## config.mk

```make
export PLATFORM = sky130hd
export DESIGN_NAME = fips_ctrl
export DESIGN_NICKNAME = d
export VERILOG_FILES = /design/src/rtl/flame_ifs_point_step_assert.svh /design/src/rtl/fips_pkg.sv /design/src/rtl/fips_ctrl.sv
export SDC_FILE = /design/constraint.sdc
export NUM_CORES = 1
export LEC_CHECK = 0
export BUFFER_PORTS_ARGS = -buffer_cell sky130_fd_sc_hd__buf_4
export CAP_MARGIN = 20
export CELL_PAD_IN_SITES_DETAIL_PLACEMENT = 1
export CELL_PAD_IN_SITES_GLOBAL_PLACEMENT = 1
export CORE_ASPECT_RATIO = 1.4
export CORE_MARGIN = 2
export CORE_UTILIZATION = 42
export DETAILED_ROUTE_END_ITERATION = 7
export PLACE_DENSITY_LB_ADDON = 0.1
export SKIP_CTS_REPAIR_TIMING = 1
export SYNTH_ARGS = -nofsm -noshare
export SYNTH_HDL_FRONTEND = slang
export SYNTH_SLANG_ARGS = --single-unit
```

## constraint.sdc

```tcl
create_clock -name clk -period 2.25 [get_ports clk]
set_input_delay 0.45 -clock clk [delete_from_list [all_inputs] [get_ports clk]]
set_output_delay 0.45 -clock clk [all_outputs]
set_load 0.02 [all_outputs]
```

## src/rtl/flame_ifs_point_step_assert.svh

```systemverilog
// Assertion macros for the flame IFS point step block.
// Used by the top level; the including module must provide clk and arst_n.
`ifndef FLAME_IFS_POINT_STEP_ASSERT_SVH
`define FLAME_IFS_POINT_STEP_ASSERT_SVH
`ifndef ASSERT_OFF
`define FIPS_ASSERT(lbl, prop) \
	lbl: assert property (@(posedge clk) disable iff (!arst_n) prop) \
	else $error("fips assertion failed");
`define FIPS_ASSERT_NEXT(lbl, pre, post) \
	lbl: assert property (@(posedge clk) disable iff (!arst_n) (pre) |=> (post)) \
	else $error("fips assertion failed");
`else
`define FIPS_ASSERT(lbl, prop)
`define FIPS_ASSERT_NEXT(lbl, pre, post)
`endif
`endif

```

## src/rtl/fips_pkg.sv

```systemverilog
// Shared types and constants of the flame IFS point step block.
// No dependencies; imported by the controller, the datapath and the top level.
`timescale 1ns / 1ps
`default_nettype none
package fips_pkg;
	localparam logic [1:0] CMD_LOAD  = 2'd0;
	localparam logic [1:0] CMD_START = 2'd1;
	localparam logic [1:0] CMD_STEP  = 2'd2;

	localparam int NCOEF = 9;
	localparam logic [32:0] TWO_PI_Q = 33'd105414357;
	localparam logic [32:0] MOD_OFS = 33'd2213701497;
	localparam logic signed [27:0] PI_Q = 28'sd52707179;
	localparam logic signed [27:0] TWO_PI_S = 28'sd105414357;
	localparam logic signed [27:0] HALF_PI_Q = 28'sd26353589;
	localparam logic [24:0] ONE_Q = 25'h1000000;
	localparam logic [6:0] INV_STEPS = 7'd80;

	typedef enum logic [4:0] {
		OP_NONE, OP_LOAD, OP_START, OP_BEGIN, OP_RD, OP_MULC, OP_ACCP, OP_ACCC,
		OP_ROW, OP_SQ, OP_SQACC, OP_ZERO, OP_INVGO, OP_INVFIN, OP_MODI, OP_MODS,
		OP_FOLD, OP_SQA, OP_R2, OP_MULT, OP_DIVC, OP_TUPD, OP_MULAT, OP_SINFIN,
		OP_DONE, OP_OUT
	} op_t;

	typedef struct packed {
		op_t op;
		logic [1:0] row;
		logic [1:0] k;
		logic [1:0] ci;
		logic [2:0] mstep;
		logic [2:0] j;
	} dp_ctl_t;

	typedef struct packed {
		logic var_sine;
		logic s_zero;
		logic div_busy;
	} dp_stat_t;

	// Reciprocals of the sine series divisors, scaled by 2^34 and rounded up.
	// They give the exact floored quotient for any dividend below 2^26.
	function automatic logic [31:0] sine_recip(input logic [2:0] j);
		logic [31:0] m;
		unique case (j)
			3'd0: m = 32'd156180629;
			3'd1: m = 32'd238609295;
			3'd2: m = 32'd409044505;
			3'd3: m = 32'd858993460;
			default: m = 32'd2863311531;
		endcase
		return m;
	endfunction
endpackage
`default_nettype wire

```

## src/rtl/fips_ctrl.sv

```systemverilog
// Controller state machine sequencing load, start and step transfers.
// Depends on fips_pkg; issues dp_ctl_t commands and reads dp_stat_t status.
`timescale 1ns / 1ps
`default_nettype none
module fips_ctrl import fips_pkg::*; (
	input  wire logic       clk,
	input  wire logic       arst_n,
	input  wire logic       in_valid,
	output logic            in_ready,
	input  wire logic [1:0] cmd,
	output logic            out_valid,
	input  wire logic       out_ready,
	output dp_ctl_t         ctl,
	input  wire dp_stat_t   stat
);
	localparam logic [4:0] S_IDLE   = 5'd0;
	localparam logic [4:0] S_RD     = 5'd1;
	localparam logic [4:0] S_MUL    = 5'd2;
	localparam logic [4:0] S_ACC    = 5'd3;
	localparam logic [4:0] S_ROW    = 5'd4;
	localparam logic [4:0] S_SQ     = 5'd5;
	localparam logic [4:0] S_SQACC  = 5'd6;
	localparam logic [4:0] S_ZCHK   = 5'd7;
	localparam logic [4:0] S_INVGO  = 5'd8;
	localparam logic [4:0] S_INVWT  = 5'd9;
	localparam logic [4:0] S_INVFIN = 5'd10;
	localparam logic [4:0] S_MODI   = 5'd11;
	localparam logic [4:0] S_MODS   = 5'd12;
	localparam logic [4:0] S_FOLD   = 5'd13;
	localparam logic [4:0] S_SQA    = 5'd14;
	localparam logic [4:0] S_R2     = 5'd15;
	localparam logic [4:0] S_MULT   = 5'd16;
	localparam logic [4:0] S_DIVGO  = 5'd17;
	localparam logic [4:0] S_TUPD   = 5'd19;
	localparam logic [4:0] S_MULAT  = 5'd20;
	localparam logic [4:0] S_SINFIN = 5'd21;
	localparam logic [4:0] S_DONE   = 5'd22;
	localparam logic [4:0] S_FIN    = 5'd23;

	logic [4:0] state_q, state_d;
	logic [1:0] row_q, row_d, k_q, k_d, ci_q, ci_d;
	logic [2:0] m_q, m_d, j_q, j_d;
	logic       ov_q, ov_d;
	op_t        op;

	assign in_ready = state_q == S_IDLE;
	assign out_valid = ov_q;

	always_comb begin
		state_d = state_q;
		row_d = row_q;
		k_d = k_q;
		ci_d = ci_q;
		m_d = m_q;
		j_d = j_q;
		ov_d = ov_q && !out_ready;
		op = OP_NONE;
		unique case (state_q)
			S_IDLE: begin
				if (in_valid) begin
					unique case (cmd)
						CMD_LOAD: op = OP_LOAD;
						CMD_START: begin
							op = OP_START;
							state_d = S_FIN;
						end
						CMD_STEP: begin
							op = OP_BEGIN;
							row_d = 2'd0;
							k_d = 2'd0;
							state_d = S_RD;
						end
						default: begin
						end
					endcase
				end
			end
			S_RD: begin
				op = OP_RD;
				state_d = S_MUL;
			end
			S_MUL: begin
				if (k_q == 2'd2) begin
					op = OP_ACCC;
					state_d = S_ROW;
				end else begin
					op = OP_MULC;
					state_d = S_ACC;
				end
			end
			S_ACC: begin
				op = OP_ACCP;
				k_d = k_q + 2'd1;
				state_d = S_RD;
			end
			S_ROW: begin
				op = OP_ROW;
				k_d = 2'd0;
				ci_d = 2'd0;
				if (row_q != 2'd2) begin
					row_d = row_q + 2'd1;
					state_d = S_RD;
				end else begin
					state_d = stat.var_sine ? S_MODI : S_SQ;
				end
			end
			S_SQ: begin
				op = OP_SQ;
				state_d = S_SQACC;
			end
			S_SQACC: begin
				op = OP_SQACC;
				if (ci_q != 2'd2) begin
					ci_d = ci_q + 2'd1;
					state_d = S_SQ;
				end else begin
					ci_d = 2'd0;
					state_d = S_ZCHK;
				end
			end
			S_ZCHK: begin
				if (stat.s_zero) begin
					op = OP_ZERO;
					state_d = S_DONE;
				end else begin
					state_d = S_INVGO;
				end
			end
			S_INVGO: begin
				op = OP_INVGO;
				state_d = S_INVWT;
			end
			S_INVWT: begin
				if (!stat.div_busy) begin
					state_d = S_INVFIN;
				end
			end
			S_INVFIN: begin
				op = OP_INVFIN;
				if (ci_q != 2'd2) begin
					ci_d = ci_q + 2'd1;
					state_d = S_INVGO;
				end else begin
					state_d = S_DONE;
				end
			end
			S_MODI: begin
				op = OP_MODI;
				m_d = 3'd5;
				state_d = S_MODS;
			end
			S_MODS: begin
				op = OP_MODS;
				if (m_q == 3'd0) begin
					state_d = S_FOLD;
				end else begin
					m_d = m_q - 3'd1;
				end
			end
			S_FOLD: begin
				op = OP_FOLD;
				state_d = S_SQA;
			end
			S_SQA: begin
				op = OP_SQA;
				state_d = S_R2;
			end
			S_R2: begin
				op = OP_R2;
				j_d = 3'd0;
				state_d = S_MULT;
			end
			S_MULT: begin
				op = OP_MULT;
				state_d = S_DIVGO;
			end
			S_DIVGO: begin
				op = OP_DIVC;
				state_d = S_TUPD;
			end
			S_TUPD: begin
				op = OP_TUPD;
				if (j_q == 3'd4) begin
					state_d = S_MULAT;
				end else begin
					j_d = j_q + 3'd1;
					state_d = S_MULT;
				end
			end
			S_MULAT: begin
				op = OP_MULAT;
				state_d = S_SINFIN;
			end
			S_SINFIN: begin
				op = OP_SINFIN;
				if (ci_q != 2'd2) begin
					ci_d = ci_q + 2'd1;
					state_d = S_MODI;
				end else begin
					state_d = S_DONE;
				end
			end
			S_DONE: begin
				op = OP_DONE;
				state_d = S_FIN;
			end
			S_FIN: begin
				if (!ov_q || out_ready) begin
					op = OP_OUT;
					ov_d = 1'b1;
					state_d = S_IDLE;
				end
			end
			default: state_d = S_IDLE;
		endcase
	end

	always_ff @(posedge clk or negedge arst_n) begin
		if (!arst_n) begin
			state_q <= S_IDLE;
			row_q <= 2'd0;
			k_q <= 2'd0;
			ci_q <= 2'd0;
			m_q <= 3'd0;
			j_q <= 3'd0;
			ov_q <= 1'b0;
		end else begin
			state_q <= state_d;
			row_q <= row_d;
			k_q <= k_d;
			ci_q <= ci_d;
			m_q <= m_d;
			j_q <= j_d;
			ov_q <= ov_d;
		end
	end

	assign ctl.op = op;
	assign ctl.row = row_q;
	assign ctl.k = k_q;
	assign ctl.ci = ci_q;
	assign ctl.mstep = m_q;
	assign ctl.j = j_q;
endmodule
`default_nettype wire

```

==> results of run 1 <==
[Yosys cell counts, types with 4 or more instances]
cell	n
o211ai_1	4
nand3_1	9
mux2i_1	4
nand2_1	18
ha_1	12
o21ai_0	11
nor2_1	15
dfrtp_1	18
buf_2	10
nor2b_1	7
inv_1	16
nor3_1	8
nand2b_1	6
a21oi_1	12
a31oi_1	4
clkbuf_1	4
[critical path: stages, from the launching register on]
cell and delay [ns]:
dfrtp_1 0.55, buf_4 0.24, inv_1 0.08, a21oi_1 0.15, a311oi_1 0.07, a31o_2 0.22
buf_4 0.15
[area by class of cell]
class | count | area [um^2]
multi-input combinational | 166 | 1184
inverter | 16 | 60.06
tap | 43 | 53.80
fill | 488 | 1818
clock buffer | 3 | 41.29
sequential | 18 | 454.2
timing repair buffer | 50 | 375.4
[routing by layer]
| layer | track usage, % | vias up | wire length (um) | part of all wire [%] |
|---|---|---|---|---|
| li1 | - | 855 | - | - |
| met1 | 30.16 | 911 | 2325 | 39 |
| met2 | 46.74 | 69 | 3085 | 52 |
| met3 | 2.576 | 24 | 241 | 4.1 |
| met4 | 14.09 | 0 | 260 | 4.4 |
| met5 | 0 | - | 0 | 0 |
[sequential cells by signal, indices dropped and copies added, names as in the netlist]
signal / flops
out_valid: 1
state_q: 5
k_q: 2
m_q: 3
row_q: 2
j_q: 3
ci_q: 2
[through the flow]
step                hold WS [ns]  utilization (%)  power, mW
global route             0.06883            54.39      3.376
detailed placement        0.3485            51.13      2.753
floorplan                 0.1544                -      2.032
finish                   0.05396            54.39      3.161
global placement          0.3417            51.13      2.655
CTS                      0.06761            52.17      3.007
[report_power, final]
part	internal [mW]	total, mW	switching, mW
Combinational	0.992	2.29	1.30
Sequential	0.444	0.630	0.187
Clock	0.120	0.242	0.122
[cell families after synthesis]
kind of cell	share of synthesized area (%)
buffers and inverters	9.052
multiplexers	4.205
adder cells (fa/ha/maj)	8.553
XOR/XNOR	0.4990
AND/OR/NAND/NOR	24.80
flip-flops	25.66
AO/OA/AOI/OAI	27.23
[final timing paths]
check | startpoint | cells after the start | slack [ns] | to
hold reg to reg | m_q[1] | 2 | 0.52 | m_q[1]
min in group clk | stat[2] | 3 | 0.48 | state_q[3]
hold / removal | arst_n | 1 | 0.05 | k_q[1]
max in group asynchronous | arst_n | 1 | 1.97 | state_q[2]
setup / recovery | state_q[1] | 6 | 0.08 | ctl[15]
setup reg to reg | ci_q[0] | 7 | 0.23 | state_q[2]
==> results_dict.tcl, run 1 <==
set metrics [dict create \
    cts-root-buf "clkbuf_8" \
    drive_above_1_share_pct 30.04 \
    p_leak_nw 0.9493 \
    core_mm2 0.003986 \
    synth.cell_area_mm2 0.001755 \
    wl_per_cell_um 19.97 \
    critical_path_class "reg -> out" \
    powerDensity_mw_per_mm2 1458 \
    start_util_pct 44.04 \
    dieWidth_um 58.64 \
    synth_top_area_share_pct 25.66 \
    ys_seq_area_share_pct 25.66 \
    final_nets 276 \
    cts.sinks 18 \
    max_slew_margin_pct 68.01 \
    via_per_inst 6.280 \
    syn-num-nets 238 \
    dieArea_mm2 0.004720 \
    drv_slew 0 \
    drc 4 \
    required_ns 1.80 \
    dpl.cell_count 286 \
    layout_common_cells "50 x buf_4, 18 x nand2_1, 15 x inv_1, 15 x nor2_1, 15 x dfrtp_1" \
    final_cell_area_mm2 0.002168 \
    setup_ws_ns 0.08184 \
    crit_path_max_fanout 9 \
    die_y_um 80.50 \
    area_delta_synth_final_pct 23.52 \
    overflow 0 \
    tightest_slew_ns 0.4731 \
    gp_congestion 0.8782 \
    wl_um 5912 \
    grt_max_degree 20 \
    synthArstFlopShare_pct 100.0 \
    maxCapViolCount 0 \
    violations "design-rule violations" \
    grt.total_usage_pct 26.30 \
    layout_commonest_cell "buf_4" \
    setup_viol 0 \
    syn_avg_cell_area_um2 8.090 \
    place_area_mm2 0.002038 \
    finalHoldViolCount 0 \
    io_buffers 27 \
    stdcell_count 296 \
    start_kind "register" \
    clk_pin_slew_ns 0.08 \
    status "complete, but fails checks" \
    ant_nets 0 \
    synth_cell_types 54 \
    cts_buffer_depth 2 \
    diodes 0 \
    min_period_over_period_pct 96.36 \
    period_needed_ns 2.168 \
    post-place-ws_ns 0.1285 \
    cts_buffers 3 \
    max_freq_mhz 461.2 \
    cts_tree "yes" \
    synthTopCellsByArea "dfrtp_1 26%, ha_1 8.6%, nand2_1 3.8%" \
    finalClockSkew_ns 0.004410 \
    syn_inst 217 \
    htreeDepth 1 \
    setup_tns_ns 0 \
    cp.arrival_ns 1.72 \
    min_path_type "in -> async" \
    synth_area_leader_cell "dfrtp_1" \
    drtIter0Drc 68 \
    insertion_delay_ns 0.26 \
    yosys_warnings 0 \
    num_rows 27 \
    peakVddDrop_mv 0.5316 \
    ys_seq_elements 18 \
    grt_pass1_wl_um 9480 \
    grt_pass1_vias 1920 \
    hpwl_um 4434 \
    io_pins 28 \
    endpoint_kind "output pin" \
    synth_ff_type "dfrtp_1" \
    antenna_found_initial 0 \
    num_vias 1859 \
    synth_edf_count 0 \
    drt_pass1_iterations 6 \
]
No activity file was read; power rests on OpenSTA's default activity.
==> inputs of run 2 (changes only) <==
--- a/config.mk
+++ b/config.mk
@@ -9,9 +9,8 @@
 export CAP_MARGIN = 20
 export CELL_PAD_IN_SITES_DETAIL_PLACEMENT = 1
 export CELL_PAD_IN_SITES_GLOBAL_PLACEMENT = 1
-export CORE_ASPECT_RATIO = 1.4
 export CORE_MARGIN = 2
-export CORE_UTILIZATION = 42
+export CORE_UTILIZATION = 45
 export DETAILED_ROUTE_END_ITERATION = 7
 export PLACE_DENSITY_LB_ADDON = 0.1
 export SKIP_CTS_REPAIR_TIMING = 1
==> constraint.sdc (replaced) <==
create_clock -name clk -period 2.6 [get_ports clk]
set_input_delay 0.52 -clock clk [delete_from_list [all_inputs] [get_ports clk]]
set_output_delay 0.52 -clock clk [all_outputs]
set_load 0.02 [all_outputs]
==> results_dict.tcl, run 2 (same netlist as run 1, synthesis figures left out) <==
set metrics [dict create \
    status "completed" \
    drv_slew 0 \
    rsz0062_at_grt "false" \
    use_met1_pct 34.42 \
    finalHoldViolCount 0 \
    wl_um 5554 \
    cts_buffers 3 \
    final_nets 262 \
    htreeDepth 1 \
    setup_tns_ns 0 \
    grt.total_usage_pct 27.54 \
    hpwl_um 4182 \
    dieWidth_um 66.46 \
    endpoint_kind "output pin" \
    insertion_delay_ns 0.27 \
    min_period_over_period_pct 95.03 \
    overflow 0 \
    cp.arrival_ns 1.95 \
    fin_util_pct 55.42 \
    drtIter0Drc 94 \
    num_rows 22 \
    grt_pass1_vias 1824 \
    antenna_found_initial 0 \
    grt_max_degree 23 \
    layout_common_cells "35 x buf_4, 18 x nand2_1, 18 x dfrtp_1, 16 x inv_1, 15 x nor2_1" \
    tightest_slew_ns 0.5398 \
    powerDensity_mw_per_mm2 1261 \
    largest_reg_flops 5 \
    regMostFlops "state_q" \
    grt_pass1_wl_um 9066 \
    cts_buffer_depth 2 \
    drt_pass1_iterations 4 \
    layout_commonest_cell "buf_4" \
    clk_pin_slew_ns 0.08 \
    via_per_inst 6.101 \
    setup_viol 0 \
    num-fill-cells 466 \
    r2r_end "state_q[2]" \
    crit_end "ctl[12]" \
    drive_above_1_share_pct 22.08 \
    r2r_cells 6 \
    max_freq_mhz 404.7 \
    p_leak_nw 0.8914 \
    io_buffers 27 \
    regToRegSetupSlack_ns 0.40 \
    crit_path_max_fanout 13 \
    max_slew_margin_pct 63.94 \
    top_usage_layer "met2" \
    report.power.total_mw 2.596 \
    peakVddDrop_mv 0.4375 \
    cts.sinks 18 \
    area_delta_synth_final_pct 17.32 \
    core_mm2 0.003716 \
    period_needed_ns 2.471 \
    start_kind "register" \
    wl_per_cell_um 19.28 \
    drc 0 \
    cts-root-buf "clkbuf_8" \
    start_util_pct 47.24 \
    required_ns 2.08 \
    crit_start "state_q[0]" \
    largestRegisters "state_q: 5 flops, j_q: 3 flops, m_q: 3 flops" \
    ant_nets 0 \
    grtUsageMet3_pct 3.547 \
    place_area_mm2 0.001999 \
    cts_tree "yes" \
    num_vias 1757 \
    final_cell_area_mm2 0.002059 \
    io_pins 28 \
    maxCapViolCount 0 \
    min_path_type "in -> async" \
    finalClockSkew_ns 0.003505 \
    critical_path_class "reg -> out" \
    use_met2_pct 46.38 \
    gp_congestion 0.9483 \
    r2r_start "state_q[3]" \
    dieArea_mm2 0.004416 \
    die_y_um 66.46 \
    diodes 0 \
]
## run 2: cell types whose count changed in the layout (fill, tap and decap cells not counted), sizes merged
| cell | before | now |
|---|---|---|
| buf | 50 | 36 |
| clkbuf | 3 | 4 |
## run 2: metrics by stage
step,setup slack [ns],hold WS [ns],cells
floorplan,0.2017,0.2244,217
global placement,0.4334,0.4105,284
detailed placement,0.4181,0.4205,284
CTS,0.1144,0.1203,288
global route,0.05023,0.1285,288
finish,0.1293,0.1172,288
## run 2: layer usage
| metal | share of wire (%) | wire (um) | vias to the layer above |
|---|---|---|---|
| met4 | 2.9 | 161 | 0 |
| met3 | 4.2 | 234 | 17 |
| met2 | 49 | 2700 | 47 |
| met5 | 0 | 0 | - |
| met1 | 44 | 2458 | 865 |
| li1 | - | - | 828 |
## run 2: how the worst min path moves through the flow
stage | slack, ns | depth (start not counted) | to | from
detailed placement | 0.42 | 1 | k_q[1] | arst_n
global placement | 0.41 | 1 | k_q[1] | arst_n
floorplan | 0.22 | 0 | ci_q[0] | arst_n
global route | 0.13 | 1 | k_q[1] | arst_n
finish | 0.12 | 1 | k_q[1] | arst_n
CTS | 0.12 | 1 | k_q[1] | arst_n
## run 2: cell type report
type                       instances  area [um^2]  share of cell area, %
tap                               48        60.06                  2.916
inverter                          16        60.06                  2.916
sequential                        18        450.4                  21.87
timing repair buffer              36        282.8                  13.73
multi-input combinational        166         1151                  55.89
clock buffer                       4        55.05                  2.673
## run 2: worst max-delay path: stages, from the launching register on
cell      delay, ns
dfrtp_1        0.62
nor2b_1        0.24
nor4b_1        0.36
a31oi_1        0.09
o211ai_1       0.19
buf_4          0.17
## run 2: where the power goes
| part | switching, mW | internal, mW | total, mW |
|---|---|---|---|
| logic | 1.05 | 0.743 | 1.79 |
| clock network | 0.116 | 0.135 | 0.252 |
| registers | 0.174 | 0.379 | 0.553 |
